## src/design/rll_pkg.sv

```systemverilog
// rll_pkg: shared types and constants for the reservation lease lock
// used by rll_step and reservation_lease_lock_core, no dependencies
package rll_pkg;

  typedef enum logic [1:0] {
    CMD_OTHER   = 2'd0,
    CMD_RESERVE = 2'd1,
    CMD_RELEASE = 2'd2,
    CMD_RESTART = 2'd3
  } cmd_e;

  typedef enum logic [1:0] {
    ST_OK           = 2'd0,
    ST_REFUSED      = 2'd1,
    ST_NOT_EXECUTED = 2'd2
  } status_e;

  localparam int unsigned TimeW    = 32;
  localparam int unsigned IdW      = 32;
  localparam int unsigned LeaseW   = 16;
  localparam int unsigned MaxLeaseW = 31;

  localparam logic [MaxLeaseW-1:0] MaxLeaseReset = 31'd65535;

  typedef struct packed {
    logic [1:0]        command;
    logic              overwrite;
    logic [LeaseW-1:0] lease_time;
    logic [IdW-1:0]    requester_id;
    logic [TimeW-1:0]  current_time;
  } req_t;

  typedef struct packed {
    logic [1:0]     status;
    logic [IdW-1:0] owner_id;
    logic           reserved_flag;
    logic           restart_request;
  } rsp_t;

  typedef struct packed {
    logic [IdW-1:0]    owner;
    logic [LeaseW-1:0] lease_length;
    logic [TimeW-1:0]  lease_start;
    logic              reserved_bit;
  } lock_state_t;

endpackage

```

## src/design/rll_step.sv

```systemverilog
// rll_step: expiry check and command decode for one lock item
// depends on rll_pkg
module rll_step (
  input  rll_pkg::lock_state_t               state_i,
  input  rll_pkg::req_t                      req_i,
  input  logic [rll_pkg::MaxLeaseW-1:0]      max_lease_i,
  output rll_pkg::lock_state_t               state_o,
  output rll_pkg::rsp_t                      rsp_o
);

  logic [rll_pkg::TimeW-1:0] elapsed;
  logic                      expired;
  rll_pkg::lock_state_t      live;
  logic                      may_act;
  rll_pkg::lock_state_t      nxt;
  rll_pkg::status_e          status;
  logic                      restart;

  // negative elapsed time never expires the lease
  assign elapsed = req_i.current_time - state_i.lease_start;
  assign expired = (state_i.owner != '0) && !elapsed[rll_pkg::TimeW-1] &&
                   ((elapsed > {{(rll_pkg::TimeW-rll_pkg::LeaseW){1'b0}},
                                state_i.lease_length}) ||
                    (elapsed[rll_pkg::MaxLeaseW-1:0] > max_lease_i));

  always_comb begin
    live = state_i;
    if (expired) begin
      live.owner        = '0;
      live.lease_length = '0;
    end
  end

  assign may_act = (live.owner == '0) || (live.owner == req_i.requester_id);

  always_comb begin
    nxt     = live;
    status  = rll_pkg::ST_NOT_EXECUTED;
    restart = 1'b0;
    unique case (rll_pkg::cmd_e'(req_i.command)) inside
      rll_pkg::CMD_RESERVE: begin
        if (req_i.overwrite || may_act) begin
          nxt.owner        = req_i.requester_id;
          nxt.lease_length = req_i.lease_time;
          if (req_i.requester_id != '0) begin
            nxt.lease_start = req_i.current_time;
          end
          nxt.reserved_bit = 1'b1;
          status           = rll_pkg::ST_OK;
        end else begin
          status = rll_pkg::ST_REFUSED;
        end
      end
      rll_pkg::CMD_RELEASE, rll_pkg::CMD_RESTART: begin
        restart = (rll_pkg::cmd_e'(req_i.command) == rll_pkg::CMD_RESTART);
        if (may_act) begin
          nxt.owner        = '0;
          nxt.lease_length = '0;
          nxt.reserved_bit = 1'b0;
          status           = rll_pkg::ST_OK;
        end else begin
          status = rll_pkg::ST_REFUSED;
        end
      end
      default: begin
        status = rll_pkg::ST_NOT_EXECUTED;
      end
    endcase
  end

  assign state_o               = nxt;
  assign rsp_o.status          = status;
  assign rsp_o.owner_id        = nxt.owner;
  assign rsp_o.reserved_flag   = nxt.reserved_bit;
  assign rsp_o.restart_request = restart;

endmodule

```

## src/design/reservation_lease_lock_core.sv

```systemverilog
// reservation_lease_lock_core: top level of the single-owner lease lock
// depends on rll_pkg and rll_step
//
// single-owner lease lock with timeout. each request item is captured in an
// input register, then one pass of short logic (a 32-bit time subtract, two
// compares and the command decode in rll_step) updates the lock state and
// loads the result register. one item is accepted per cycle for as long as
// results are taken; the output register lets a new item enter while a
// finished result still waits. expiry happens at the start of each item: an
// owned lease is dropped once the signed elapsed time exceeds the lease
// length or max_lease, while the reserved status bit stays set. max_lease
// is written through cfg_we_i / cfg_wdata_i and resets to 65535; the user
// must write it only while no item is in flight, which the block itself
// does not enforce.
module reservation_lease_lock_core (
  input  logic                          clk_i,
  input  logic                          rst_ni,
  input  logic                          cfg_we_i,
  input  logic [rll_pkg::MaxLeaseW-1:0] cfg_wdata_i,
  input  logic                          in_valid_i,
  output logic                          in_ready_o,
  input  rll_pkg::req_t                 in_item_i,
  output logic                          out_valid_o,
  input  logic                          out_ready_i,
  output rll_pkg::rsp_t                 out_item_o
);

  // configuration register
  logic [rll_pkg::MaxLeaseW-1:0] max_lease_q;

  // input stage
  logic          s1_valid_q;
  rll_pkg::req_t s1_item_q;
  logic          s1_adv;

  // lock state, updated as an item moves into the result register
  rll_pkg::lock_state_t state_q;
  rll_pkg::lock_state_t state_d;

  // result register
  logic          out_valid_q;
  rll_pkg::rsp_t out_item_q;
  rll_pkg::rsp_t rsp_d;

  // the result slot is free when empty or being taken this cycle
  assign s1_adv     = s1_valid_q && (!out_valid_q || out_ready_i);
  assign in_ready_o = !s1_valid_q || s1_adv;

  rll_step u_step (
    .state_i     (state_q),
    .req_i       (s1_item_q),
    .max_lease_i (max_lease_q),
    .state_o     (state_d),
    .rsp_o       (rsp_d)
  );

  always_ff @(posedge clk_i or negedge rst_ni) begin
    if (!rst_ni) begin
      max_lease_q <= rll_pkg::MaxLeaseReset;
    end else if (cfg_we_i) begin
      max_lease_q <= cfg_wdata_i;
    end
  end

  // input register: valid cleared on reset, payload loads on accept
  always_ff @(posedge clk_i or negedge rst_ni) begin
    if (!rst_ni) begin
      s1_valid_q <= 1'b0;
    end else if (in_ready_o) begin
      s1_valid_q <= in_valid_i;
    end
  end

  always_ff @(posedge clk_i) begin
    if (in_valid_i && in_ready_o) begin
      s1_item_q <= in_item_i;
    end
  end

  // lock state commits exactly once per item
  always_ff @(posedge clk_i or negedge rst_ni) begin
    if (!rst_ni) begin
      state_q <= '0;
    end else if (s1_adv) begin
      state_q <= state_d;
    end
  end

  always_ff @(posedge clk_i or negedge rst_ni) begin
    if (!rst_ni) begin
      out_valid_q <= 1'b0;
    end else if (s1_adv) begin
      out_valid_q <= 1'b1;
    end else if (out_ready_i) begin
      out_valid_q <= 1'b0;
    end
  end

  always_ff @(posedge clk_i) begin
    if (s1_adv) begin
      out_item_q <= rsp_d;
    end
  end

  assign out_valid_o = out_valid_q;
  assign out_item_o  = out_item_q;

`ifndef SYNTH
  // back-pressure only when both stages are occupied
  a_ready_full: assert property (@(posedge clk_i) disable iff (!rst_ni)
    !in_ready_o |-> (s1_valid_q && out_valid_q && !out_ready_i))
    else $error("input stalled while a stage is free");

  // lock state moves only when an item is processed
  a_state_hold: assert property (@(posedge clk_i) disable iff (!rst_ni)
    !s1_adv |=> $stable(state_q))
    else $error("lock state changed without an item");

  // a successful restart leaves the lock free and unreserved
  a_restart_free: assert property (@(posedge clk_i) disable iff (!rst_ni)
    (out_valid_o && out_item_o.restart_request &&
     (out_item_o.status == rll_pkg::ST_OK)) |->
    ((out_item_o.owner_id == '0) && !out_item_o.reserved_flag))
    else $error("restart did not free the lock");

  // a command that is not executed never raises restart
  a_noexec_restart: assert property (@(posedge clk_i) disable iff (!rst_ni)
    (out_valid_o && (out_item_o.status == rll_pkg::ST_NOT_EXECUTED)) |->
    !out_item_o.restart_request)
    else $error("restart raised on a command that was not executed");
`endif

endmodule
```

## config.mk

```make
export PLATFORM = sky130hd
export DESIGN_NAME = reservation_lease_lock_core
export DESIGN_NICKNAME = d
export VERILOG_FILES = /design/src/design/rll_pkg.sv /design/src/design/rll_step.sv /design/src/design/reservation_lease_lock_core.sv
export SDC_FILE = /design/constraint.sdc
export NUM_CORES = 1
export LEC_CHECK = 0
export BUFFER_PORTS_ARGS = -buffer_cell sky130_fd_sc_hd__buf_4
export CAP_MARGIN = 30
export CORE_MARGIN = 2
export CORE_UTILIZATION = 40
export DETAILED_ROUTE_END_ITERATION = 12
export SLEW_MARGIN = 20
export SYNTH_ARGS = -nofsm -noshare
export SYNTH_HDL_FRONTEND = slang
export SYNTH_HIERARCHICAL = 1
export SYNTH_SLANG_ARGS = --single-unit
```

## constraint.sdc

```tcl
create_clock -name clk_i -period 6.4 [get_ports clk_i]
set_input_delay 1.6 -clock clk_i [delete_from_list [all_inputs] [get_ports clk_i]]
set_output_delay 1.6 -clock clk_i [all_outputs]
set_load 0.01 [all_outputs]
```

==> summary.txt, run 1 <==
Detailed routing
  – Vias: 9695
  – Via density: approximately 5.5
  – DR pass1 iterations: 5
  – DRC errors left: 0
  – DR iter-0 viols: 648
  – Post-Route WL: about 34 mm
  – Routed WL per cell: roughly 19 µm
  – Post-route ant nets: 0

Clock tree
  – Clk buf depth: 3
  – TritonCTS clock tree: done
  – Clk slew on worst S/H paths: ~0.060 ns
  – CTS H-tree depth: 1
  – CTS root buffer: clkbuf_16
  – Worst-skew pair later-pin latency: 0.53 ns
  – Clock sinks: 233
  – Total CTS buffers: 26

Yosys
  – Mapped Cells: 1167
  – #FFs+latches synth: 233
  – Yosys top cell by area: edfxtp_1
  – Mapped Area: 13400 µm²
  – EDFF count, synth: 119
  – Area share of the largest cell type after synthesis: 26.6%
  – Yosys warning total: 6
  – Synth cell types: 81
  – Top_reg_cell synth: edfxtp_1
  – Most common cell in the synthesized netlist: inv_1
  – Post-synth ARST share: 48.9%
  – Mapped Avg Cell Area: roughly 12 µm²
  – Post-Syn Nets: 1362
  – Top post-synthesis cells by area: edfxtp_1, dfrtp_1, mux2_2, ha_1, inv_1
  – Sequential area share after synthesis: 48.0%
  – Most frequent cells after synthesis: inv_1, edfxtp_1, mux2_2

Global route
  – Global route hottest layer: met2
  – Met2 Track Usage GR: 30.6%
  – All-Layer GR Usage: between 10% and 20%
  – First-pass GRT wire length: 53.7 mm
  – Met3 Use GR: 2.72%
  – Largest net degree at the start of global routing: 59
  – GR Util met1: 26.9%
  – Grt total ovfl: 0
  – Vias in the first global route: between 9000 and 10000
  – Initial antenna violation count: 0

Pwr
  – Internal power: 4.63 mW
  – Total power draw: a little under 8 mW
  – Sequential share of power: 30.2%
  – Gate power share: 50.7%
  – Max IR drop VDD: 0.235 mV
  – Sw Ratio: 40.0%
  – Net switching power: 3.09 mW
  – Power Density: 484 nW/µm²
  – Lkg Pwr: 6.80 nW
  – Clock Power Share: 19.1%

Placed design
  – Placed Cells: 1719
  – GPL Wtd Cong: 0.913
  – Dpl hpwl: ~25 mm
  – Port Buf Inserts: 156

Timing
  – Final Setup Violations: 0
  – Final Hold Viols: 0
  – Tmin final: around 6.1 ns
  – Worst hold slack: slightly above 0.5 ns
  – Slew headroom: roughly 46%
  – Fin crit share: 95.5%
  – Final Max Slew Viols: 0
  – Setup TNS: 0 ns
  – Skew final: 0.0104 ns
  – F_max: 164 MHz
  – Worst Tran Pin Value: just over 0.8 ns

Critical path
  – Buf/Inv on CP: 3
  – Slowest Stage Delay on Critical Path: 0.47 ns
  – Kind of critical path: reg2reg
  – Highest-delay cell along the critical path: a2111oi_4
  – CP Cell Sequence: inv_1, ha_1, buf_4, nand2_1, a21oi_1, o41ai_1, a211oi_2, a21o_1, a311oi_2, ha_1, and4_1, a31oi_1, nand2_1, nor3_4, o211ai_1, o211ai_1, nand2_2, o21ai_0, nand4_1, a2111oi_4, o31ai_4, buf_12, a22o_1, mux2_2
  – Delay-heaviest family, CP: compound AO/OA/AOI/OAI gates
  – Critical Path AT: 6.53 ns
  – Req. time, crit path: 6.81 ns
  – Worst Setup Start Kind: register
  – CP endpoint kind: register
  – Crit-path max FO: 25

Run
  – Max_cap viols: 0

Run status
  – Status: finished clean

Die
  – Die Y: approximately 190 µm
  – Row cnt: between 60 and 70
  – Num ports: roughly 160
  – Die area: between 30000 and 40000 µm²
  – Chip width: 187 µm
  – Core region area: 33300 µm²
  – Initial core utilization: 40.4%

Finish
  – Antenna cells: 0
  – Post-route insts no fill: 1776
  – Final core utilization: between 40% and 50%
  – Share of cells above drive strength 1: about 30%
  – NumNets Final: 1503
  – Layout area overhead: 18.8%

Min path
  – Worst min path class: reg2reg
## routing by layer
metal | up-vias | routed length (µm)
met5 | - | 0
met4 | 0 | 949
met3 | 58 | 1810
met2 | 310 | 15300
met1 | 4720 | 15800
li1 | 4607 | -
## stage by stage
| stage | cell area [µm²] | worst slack, ns |
|---|---|---|
| finish | 16000 | 0.287 |
| global route | 16000 | -0.00191 |
| CTS | 15800 | 0.00881 |
| detailed placement | 14900 | -0.0602 |
| global placement | 14900 | 0.0818 |
| floorplan | 13400 | 0.552 |
## repair_timing
item	in CTS	in global routing
hold buffers	0	0
pin swaps	2	13
endpoints found under the setup margin	67	114
gates resized for setup	3	33
setup buffers	2	7
## final timing paths
check | from | endpoint | slack [ns] | depth (start not counted)
max in group asynchronous | rst_ni | state_q[8] | 3.97 | 2
min in group asynchronous | rst_ni | state_q[58] | 1.14 | 1
hold / removal | max_lease_q[17] | max_lease_q[17] | 0.51 | 1
setup / recovery | state_q[13] | state_q[73] | 0.29 | 24
hold reg to reg | max_lease_q[17] | max_lease_q[17] | 0.51 | 1
setup reg to reg | state_q[13] | state_q[73] | 0.29 | 24
## power by group through the flow
stage	Combinational (mW)	Clock (mW)	Sequential, mW
floorplan	2.84	0	2.25
global placement	3.63	0	2.34
detailed placement	3.70	0	2.36
CTS	3.76	1.52	2.33
global route	4.35	1.58	2.39
finish	3.91	1.47	2.33
## flip-flops by register name (all words and copies together) (netlist names)
register and cells:
out_valid_o 1, max_lease_q 31, s1_item_q 83, state_q 81
out_item_o 36, s1_valid_q 1
## cell usage in the layout, fill, tap and decap left out, drive strengths merged, types with 33 or more instances in the layout
cell type,instances
buf,183
mux2,143
inv,124
edfxtp,119
dfrtp,98
ha,75
a21oi,52
a22o,50
nand2,47
o21ai,41
nor2,38
clkbuf,33
## layout make-up
cell class                      count  area [µm²]
Fill cell                        3100       17300
Sequential cell                   233        6450
Multi-Input combinational cell    741        6230
Timing Repair Buffer              183        1410
Clock buffer                       33         728
Tap cell                          448         561
Inverter                          123         462
Clock inverter                     15         124
## kinds of logic after synthesis
group,synth area share [%]
AO/OA/AOI/OAI,15.0
buffers and inverters,7.03
XOR/XNOR,1.76
multiplexers,12.3
adder cells (fa/ha/maj),7.13
AND/OR/NAND/NOR,8.81
flip-flops,48.0
No activity file was read; power rests on OpenSTA's default activity.
==> run 2, diff against run 1 <==
--- a/config.mk
+++ b/config.mk
@@ -10,7 +10,6 @@
 export CORE_MARGIN = 2
 export CORE_UTILIZATION = 40
 export DETAILED_ROUTE_END_ITERATION = 12
-export SLEW_MARGIN = 20
 export SYNTH_ARGS = -nofsm -noshare
 export SYNTH_HDL_FRONTEND = slang
 export SYNTH_HIERARCHICAL = 1
==> constraint.sdc (replaced) <==
create_clock -name clk_i -period 5.3 [get_ports clk_i]
set_input_delay 1.325 -clock clk_i [delete_from_list [all_inputs] [get_ports clk_i]]
set_output_delay 1.325 -clock clk_i [all_outputs]
set_load 0.01 [all_outputs]
==> run 2 against run 1 <==
The flow now finishes with violations (setup timing). Combinational power is 48% higher. Critical path depth is 4 higher. Clock skew is 0.0015 ns higher. Largest cell class unchanged. Largest power group unchanged.
==> summary.txt, run 2 (synthesis gave the netlist of run 1 again) <==
Run status
  – Status: finished, violations left
  – Failing checks: setup timing

Pwr
  – Total power draw: 10.3 mW (+33%)
  – Internal power: 6.28 mW (+36%)
  – Net switching power: 4.02 mW (+30%)
  – Sequential share of power: 27.3% (-2.9 points)
  – Power Density: 599 nW/µm² (+24%)
  – Clock Power Share: 16.4% (-2.7 points)
  – Max IR drop VDD: 0.308 mV (+31%)
  – Lkg Pwr: 7.52 nW (+11%)
  – Sw Ratio: 39.0% (-1.0 points)
  – Gate power share: 56.3% (+5.6 points)

Global route
  – Vias in the first global route: 10400 (+6.8%)
  – Global route hottest layer: met2
  – First-pass GRT wire length: 56.7 mm (+5.7%)
  – Grt total ovfl: 0 (unchanged)
  – GR Util met1: 27.8% (+0.87 points)
  – Initial antenna violation count: 0 (unchanged)
  – Met3 Use GR: 2.65% (-0.075 points)
  – All-Layer GR Usage: 20.1% (+0.98 points)
  – Largest net degree at the start of global routing: 69 (+17%)
  – Met2 Track Usage GR: 32.9% (+2.3 points)

Timing
  – Tmin final: 5.77 ns (-0.342 ns)
  – Slew headroom: 49.7% (+3.7 points)
  – Fin worst setup slack: -0.471 ns (-0.758 ns)
  – Fin crit share: 109% (+13 points)
  – RSZ-0062 raised after global routing: yes
  – Worst Tran Pin Value: 0.754 ns (-0.0558 ns)
  – F_max: 173 MHz (+5.9%)
  – Final Max Slew Viols: 0 (unchanged)
  – Final Hold Viols: 0 (unchanged)
  – Skew final: 0.0120 ns (+0.00153 ns)
  – Final Setup Violations: 115 (+115)

Clock tree
  – TritonCTS clock tree: done
  – Clock sinks: 233 (unchanged)
  – Total CTS buffers: 26 (unchanged)
  – CTS H-tree depth: 1 (unchanged)
  – Clk slew on worst S/H paths: 0.06 ns (about the same)
  – Post-CTS Hold Buffers: 0 (unchanged)
  – Worst-skew pair later-pin latency: 0.54 ns (about the same)
  – CTS root buffer: clkbuf_16
  – Clk buf depth: 3 (unchanged)

Finish
  – Layout area overhead: 28.0%
  – Share of cells above drive strength 1: 38.1% (+7.9 points)
  – Fillers: 2979 (-3.9%)
  – FF/Latch Area: 6450 µm² (unchanged)
  – Final core utilization: 51.7% (+3.7 points)
  – Top reg by flops: s1_item_q
  – NumNets Final: 1655 (+10%)
  – Commonest non-fill, non-tap cells in the layout: buf_4, inv_1, edfxtp_1, mux2_2, dfrtp_1
  – Most common cell after layout, fill and taps aside: buf_4
  – Max reg flops: 83 (unchanged)
  – Post-route cell area: 17200 µm² (+7.7%)
  – Multi-input gate area: 6330 µm² (+1.7%)
  – Antenna cells: 0 (unchanged)

Detailed routing
  – DRC errors left: 0 (unchanged)
  – Post-route ant nets: 0 (unchanged)
  – DR pass1 iterations: 5 (unchanged)
  – Routed WL per cell: 18.1 µm (-5.1%)
  – Post-Route WL: 34.9 mm (+3.0%)
  – Via density: 5.29 (-3.0%)
  – Vias: 10200 (+5.3%)
  – DR iter-0 viols: 518 (-20%)

Critical path
  – CP endpoint kind: register
  – Most used cell, CP: buf_4
  – Req. time, crit path: 5.72 ns (-1.09 ns)
  – Slowest Stage Delay on Critical Path: 0.42 ns (-0.05 ns)
  – R2r endpoint: state_q[53]
  – Kind of critical path: reg2reg
  – Worst Setup Start Kind: register
  – Highest-delay cell along the critical path: a2111oi_4
  – Crit-path max FO: 24 (-4.0%)
  – Setup slack, reg-to-reg: -0.47 ns (-0.76 ns)
  – Reg2Reg Depth: 28 (+17%)
  – Critical register-to-register path startpoint: s1_item_q[0]
  – Critical Path AT: 6.19 ns (-0.34 ns)

Run
  – Max_cap viols: 0 (unchanged)

Min path
  – Min-Delay Path Depth: 1 (unchanged)
  – Worst min path class: reg2reg
  – WHS Endpoint: max_lease_q[22]
  – Worst hold start: max_lease_q[22]

Die
  – Core region area: 33300 µm² (unchanged)
  – Initial core utilization: 40.4% (unchanged)
  – Chip width: 187 µm (unchanged)
  – Die area: 35100 µm² (unchanged)
  – Die Y: 187 µm (unchanged)
  – Row cnt: 67 (unchanged)
  – Num ports: 157 (unchanged)

Placed design
  – GPL Wtd Cong: 0.916 (+0.28%)
  – Dpl hpwl: 26.4 mm (+5.2%)
  – Port Buf Inserts: 156 (unchanged)
  – Placed cell area: 16100 µm² (+8.1%)
-- run 2: timing repair --
item | 4_1_cts | 5_1_grt
pin swaps | 12 | 3
resized for setup | 35 | 5
endpoints found under the setup margin | 115 | 115
setup buffers | 13 | 0
-- run 2: worst max path at each step --
| stage | endpoint | cells past startpoint | startpoint |
|---|---|---|---|
| after global placement | state_q[7] | 22 | s1_item_q[12] |
| after floorplan | state_q[55] | 26 | state_q[1] |
| after detailed placement | state_q[78] | 27 | s1_item_q[0] |
| after global routing | state_q[52] | 29 | s1_item_q[0] |
| final | state_q[53] | 28 | s1_item_q[0] |
| after CTS | state_q[78] | 27 | s1_item_q[0] |
-- run 2: power groups by stage --
stage                     Combinational (mW)  Sequential (mW)  Clock [mW]
after CTS                               5.77             2.82        1.75
after detailed placement                5.48             2.85           0
after floorplan                         3.54             2.72           0
after global routing                    6.39             2.88        1.81
after global placement                  5.38             2.83           0
final                                   5.79             2.82        1.69
-- run 2: area by class of cell --
| cell class | instances | share of cell area, % |
|---|---|---|
| sequential | 233 | 37.5 |
| multi-input combinational | 741 | 36.8 |
| timing repair buffer | 335 | 15.1 |
| clock buffer | 36 | 4.24 |
| tap | 448 | 3.26 |
| inverter | 123 | 2.69 |
| clock inverter | 12 | 0.400 |
-- run 2: per-stage QoR --
stage / setup TNS (ns) / cells / setup WS (ns) / hold slack [ns]
6_report: -45.91 / 1928 / -0.471 / 0.504
5_1_grt: -81.69 / 1928 / -0.791 / 0.524
4_1_cts: -41.67 / 1927 / -0.442 / 0.509
3_5_place_dp: -70.66 / 1866 / -0.684 / 0.496
3_3_place_gp: -62.60 / 1866 / -0.604 / 0.491
2_1_floorplan: -3.27 / 1167 / -0.142 / 0.480
-- run 2: critical path: cells and delay by family, from the launching register on --
| family | cells | cell delay, ns |
|---|---|---|
| buffers and inverters | 4 | 0.52 |
| AOI/OAI and AO/OA | 12 | 2.37 |
| muxes | 2 | 0.40 |
| DFF | 1 | 0.36 |
| adders and majority gates | 3 | 0.88 |
| xor gates and xnor gates | 1 | 0.13 |
| and+or+nand+nor | 6 | 0.96 |
-- run 2: layer usage --
metal | wire length, µm | up-vias
met1 | 16200 | 4982
met2 | 16100 | 247
met4 | 1100 | 0
li1 | - | 4918
met5 | 0 | -
met3 | 1470 | 61
==> run 3, diff against run 2 <==
--- a/config.mk
+++ b/config.mk
@@ -12,5 +12,4 @@
 export DETAILED_ROUTE_END_ITERATION = 12
 export SYNTH_ARGS = -nofsm -noshare
 export SYNTH_HDL_FRONTEND = slang
-export SYNTH_HIERARCHICAL = 1
 export SYNTH_SLANG_ARGS = --single-unit
==> run 3 against run 2 <==
The flow still finishes with violations (setup timing). Sequential power shrank 4%. Sequential share of layout area grew 1.7 points. Utilization rose by 2.2 points. Cell count is 5.9% lower. Register-to-register slack lost 0.03 ns. Synthesized cell count is 5.8% lower. Design area shrank 4.4%. Power down 4.3%. Clock skew up 0.0024 ns. Routed wire length rose by 7.4%. First-iteration DRC count increased by 24%.
==> summary.txt, run 3 <==
Critical path
  – Reg2Reg Depth: 27 (-3.6%)
  – Highest-delay cell along the critical path: or4_4
  – R2r endpoint: state_q[6]
  – Setup slack, reg-to-reg: -0.50 ns (-0.03 ns)
  – Critical Path AT: 6.23 ns (+0.04 ns)
  – Buf/Inv on CP: 3 (-1)
  – Critical register-to-register path startpoint: s1_item_q[0]
  – Delay-heaviest family, CP: compound AO/OA/AOI/OAI gates
  – Kind of critical path: reg2reg
  – Req. time, crit path: 5.74 ns (+0.02 ns)
  – Crit-path max FO: 8 (-67%)
  – Slowest Stage Delay on Critical Path: 0.47 ns (+0.05 ns)
  – CP endpoint kind: register
  – Worst Setup Start Kind: register

Placed design
  – Dpl hpwl: 26.3 mm (-0.19%)
  – GPL Wtd Cong: 0.904 (-1.3%)
  – Port Buf Inserts: 156 (unchanged)
  – DP Worst Slack: -0.412 ns (+0.273 ns)

Die
  – Chip width: 180 µm (-4.1%)
  – Initial core utilization: 40.4% (+0.082 points)
  – Die Y: 180 µm (-4.1%)
  – Num ports: 157 (unchanged)
  – Row cnt: 64 (-4.5%)
  – Core region area: 30500 µm² (-8.3%)
  – Die area: 32300 µm² (-8.0%)

Timing
  – Tmin final: 5.80 ns (+0.0260 ns)
  – Skew final: 0.0144 ns (+0.00242 ns)
  – Final Setup Violations: 115 (unchanged)
  – Final Hold Viols: 0 (unchanged)
  – Worst Tran Pin Value: 0.755 ns (+0.000898 ns)
  – Fin crit share: 109% (+0.49 points)
  – Final Max Slew Viols: 0 (unchanged)
  – Fin worst setup slack: -0.497 ns (-0.0260 ns)
  – F_max: 173 MHz (-0.45%)
  – RSZ-0062 raised after global routing: yes
  – Slew headroom: 49.7% (-0.060 points)

Clock tree
  – Clk buf depth: 3 (unchanged)
  – Clock sinks: 233 (unchanged)
  – CTS H-tree depth: 1 (unchanged)
  – Post-CTS Hold Buffers: 0 (unchanged)
  – Worst-skew pair later-pin latency: 0.55 ns (about the same)
  – TritonCTS clock tree: done
  – Total CTS buffers: 27 (+3.8%)
  – Clk slew on worst S/H paths: 0.06 ns (about the same)
  – CTS root buffer: clkbuf_16

Yosys
  – #FFs+latches synth: 233 (unchanged)
  – Top_reg_cell synth: edfxtp_1
  – Mapped Avg Cell Area: 11.2 µm² (-2.5%)
  – Area share of the largest cell type after synthesis: 29.0% (+2.4 points)
  – Top post-synthesis cells by area: edfxtp_1, dfrtp_1, ha_1, a22o_1, inv_1
  – EDFF count, synth: 119 (unchanged)
  – Mapped Cells: 1099 (-5.8%)
  – Yosys top cell by area: edfxtp_1
  – Synth cell types: 77 (-4.9%)
  – Most frequent cells after synthesis: edfxtp_1, inv_1, dfrtp_1
  – Yosys warning total: 0 (-6)
  – Most common cell in the synthesized netlist: edfxtp_1
  – Sequential area share after synthesis: 52.2% (+4.3 points)
  – Post-Syn Nets: 1294 (-5.0%)
  – Mapped Area: 12300 µm² (-8.1%)
  – Post-synth ARST share: 48.9% (unchanged)

Run
  – Max_cap viols: 0 (unchanged)

Finish
  – Commonest non-fill, non-tap cells in the layout: buf_4, edfxtp_1, inv_1, dfrtp_1, a22o_1
  – Final core utilization: 53.9% (+2.2 points)
  – Layout area overhead: 33.2%
  – FF/Latch Area: 6450 µm² (unchanged)
  – Most common cell after layout, fill and taps aside: buf_4
  – Fillers: 2712 (-9.0%)
  – Max reg flops: 83 (unchanged)
  – NumNets Final: 1593 (-3.7%)
  – Top reg by flops: s1_item_q
  – Multi-input gate area: 5490 µm² (-13%)
  – Antenna cells: 0 (unchanged)
  – Share of cells above drive strength 1: 31.1% (-7.0 points)

Global route
  – First-pass GRT wire length: 56.8 mm (+0.16%)
  – Largest net degree at the start of global routing: 61 (-12%)
  – Initial antenna violation count: 0 (unchanged)
  – Grt total ovfl: 0 (unchanged)
  – All-Layer GR Usage: 22.2% (+2.1 points)
  – Vias in the first global route: 10100 (-2.5%)

Detailed routing
  – Via density: 5.43 (+2.6%)
  – DRC errors left: 0 (unchanged)
  – Post-Route WL: 37.5 mm (+7.4%)
  – Vias: 9859 (-3.4%)
  – DR pass1 iterations: 5 (unchanged)
  – DR iter-0 viols: 643 (+24%)
  – Post-route ant nets: 0 (unchanged)
  – Routed WL per cell: 20.7 µm (+14%)

Pwr
  – Total power draw: 9.86 mW (-4.3%)
  – Max IR drop VDD: 0.357 mV (+16%)
  – Power Density: 600 nW/µm² (+0.10%)
  – Lkg Pwr: 7.27 nW (-3.3%)

Run status
  – Failing checks: setup timing
  – Status: finished, violations left

Min path
  – Worst hold start: s1_item_q[69]
  – Min-Delay Path Depth: 1 (unchanged)
  – Worst min path class: reg2reg
  – WHS Endpoint: state_q[38]
[run 3: stage by stage]
stage	hold WS (ns)	cell area, µm²	TNS (ns)	std cells
2_1_floorplan	0.449	12500	-4.09	1099
3_3_place_gp	0.461	14800	-21.38	1728
3_5_place_dp	0.460	14900	-35.89	1729
4_1_cts	0.467	16200	-26.75	1803
5_1_grt	0.492	16400	-86.55	1815
6_report	0.478	16400	-47.53	1815
[run 3: cells by family (layout without fill, tap and decap cells)]
| family | after synthesis | count (layout) | share of synthesized area [%] |
|---|---|---|---|
| multiplexers | 37 | 37 | 3.34 |
| adder cells (fa/ha/maj) | 77 | 77 | 7.85 |
| XOR/XNOR | 24 | 24 | 1.70 |
| flip-flops | 233 | 233 | 52.2 |
| buffers and inverters | 156 | 475 | 5.21 |
| AND/OR/NAND/NOR | 244 | 245 | 10.4 |
| AO/OA/AOI/OAI | 328 | 328 | 19.3 |
[run 3: report_power, final]
group | leakage [nW] | switching [mW] | total, mW | internal (mW)
logic | 4.27 | 2.66 | 5.25 | 2.59
clock network | 0.443 | 0.765 | 1.88 | 1.12
registers | 2.56 | 0.350 | 2.72 | 2.37
[run 3: final cells by class]
class | count | area share [%]
clock buffers | 38 | 4.67
flip-flops and latches | 233 | 39.2
well taps | 396 | 3.02
inverters | 115 | 2.63
clock inverters | 12 | 0.883
multi-input cells | 711 | 33.4
repair buffers | 310 | 16.2
[run 3: what timing repair did]
| item | CTS | global route |
|---|---|---|
| setup buffers | 18 | 3 |
| pin swaps | 17 | 37 |
| setup endpoints to repair | 115 | 115 |
| gates cloned | 6 | 10 |
| gates resized for setup | 33 | 17 |
[run 3: how the worst max path moves through the flow]
stage | startpoint | to | slack (ns) | cells after the start
floorplan | s1_item_q[0] | state_q[11] | -0.09 | 26
CTS | s1_item_q[0] | state_q[4] | -0.31 | 27
finish | s1_item_q[0] | state_q[6] | -0.50 | 27
global route | s1_item_q[0] | state_q[24] | -0.84 | 27
global placement | s1_item_q[0] | state_q[31] | -0.26 | 26
detailed placement | s1_item_q[0] | state_q[30] | -0.41 | 26
[run 3: layer usage]
metal,vias to the layer above,wire (µm),global-route usage [%]
met5,-,0,0
met4,0,1170,6.57
met3,72,1330,2.61
met2,272,18400,38.2
met1,4777,16600,29.5
li1,4738,-,-
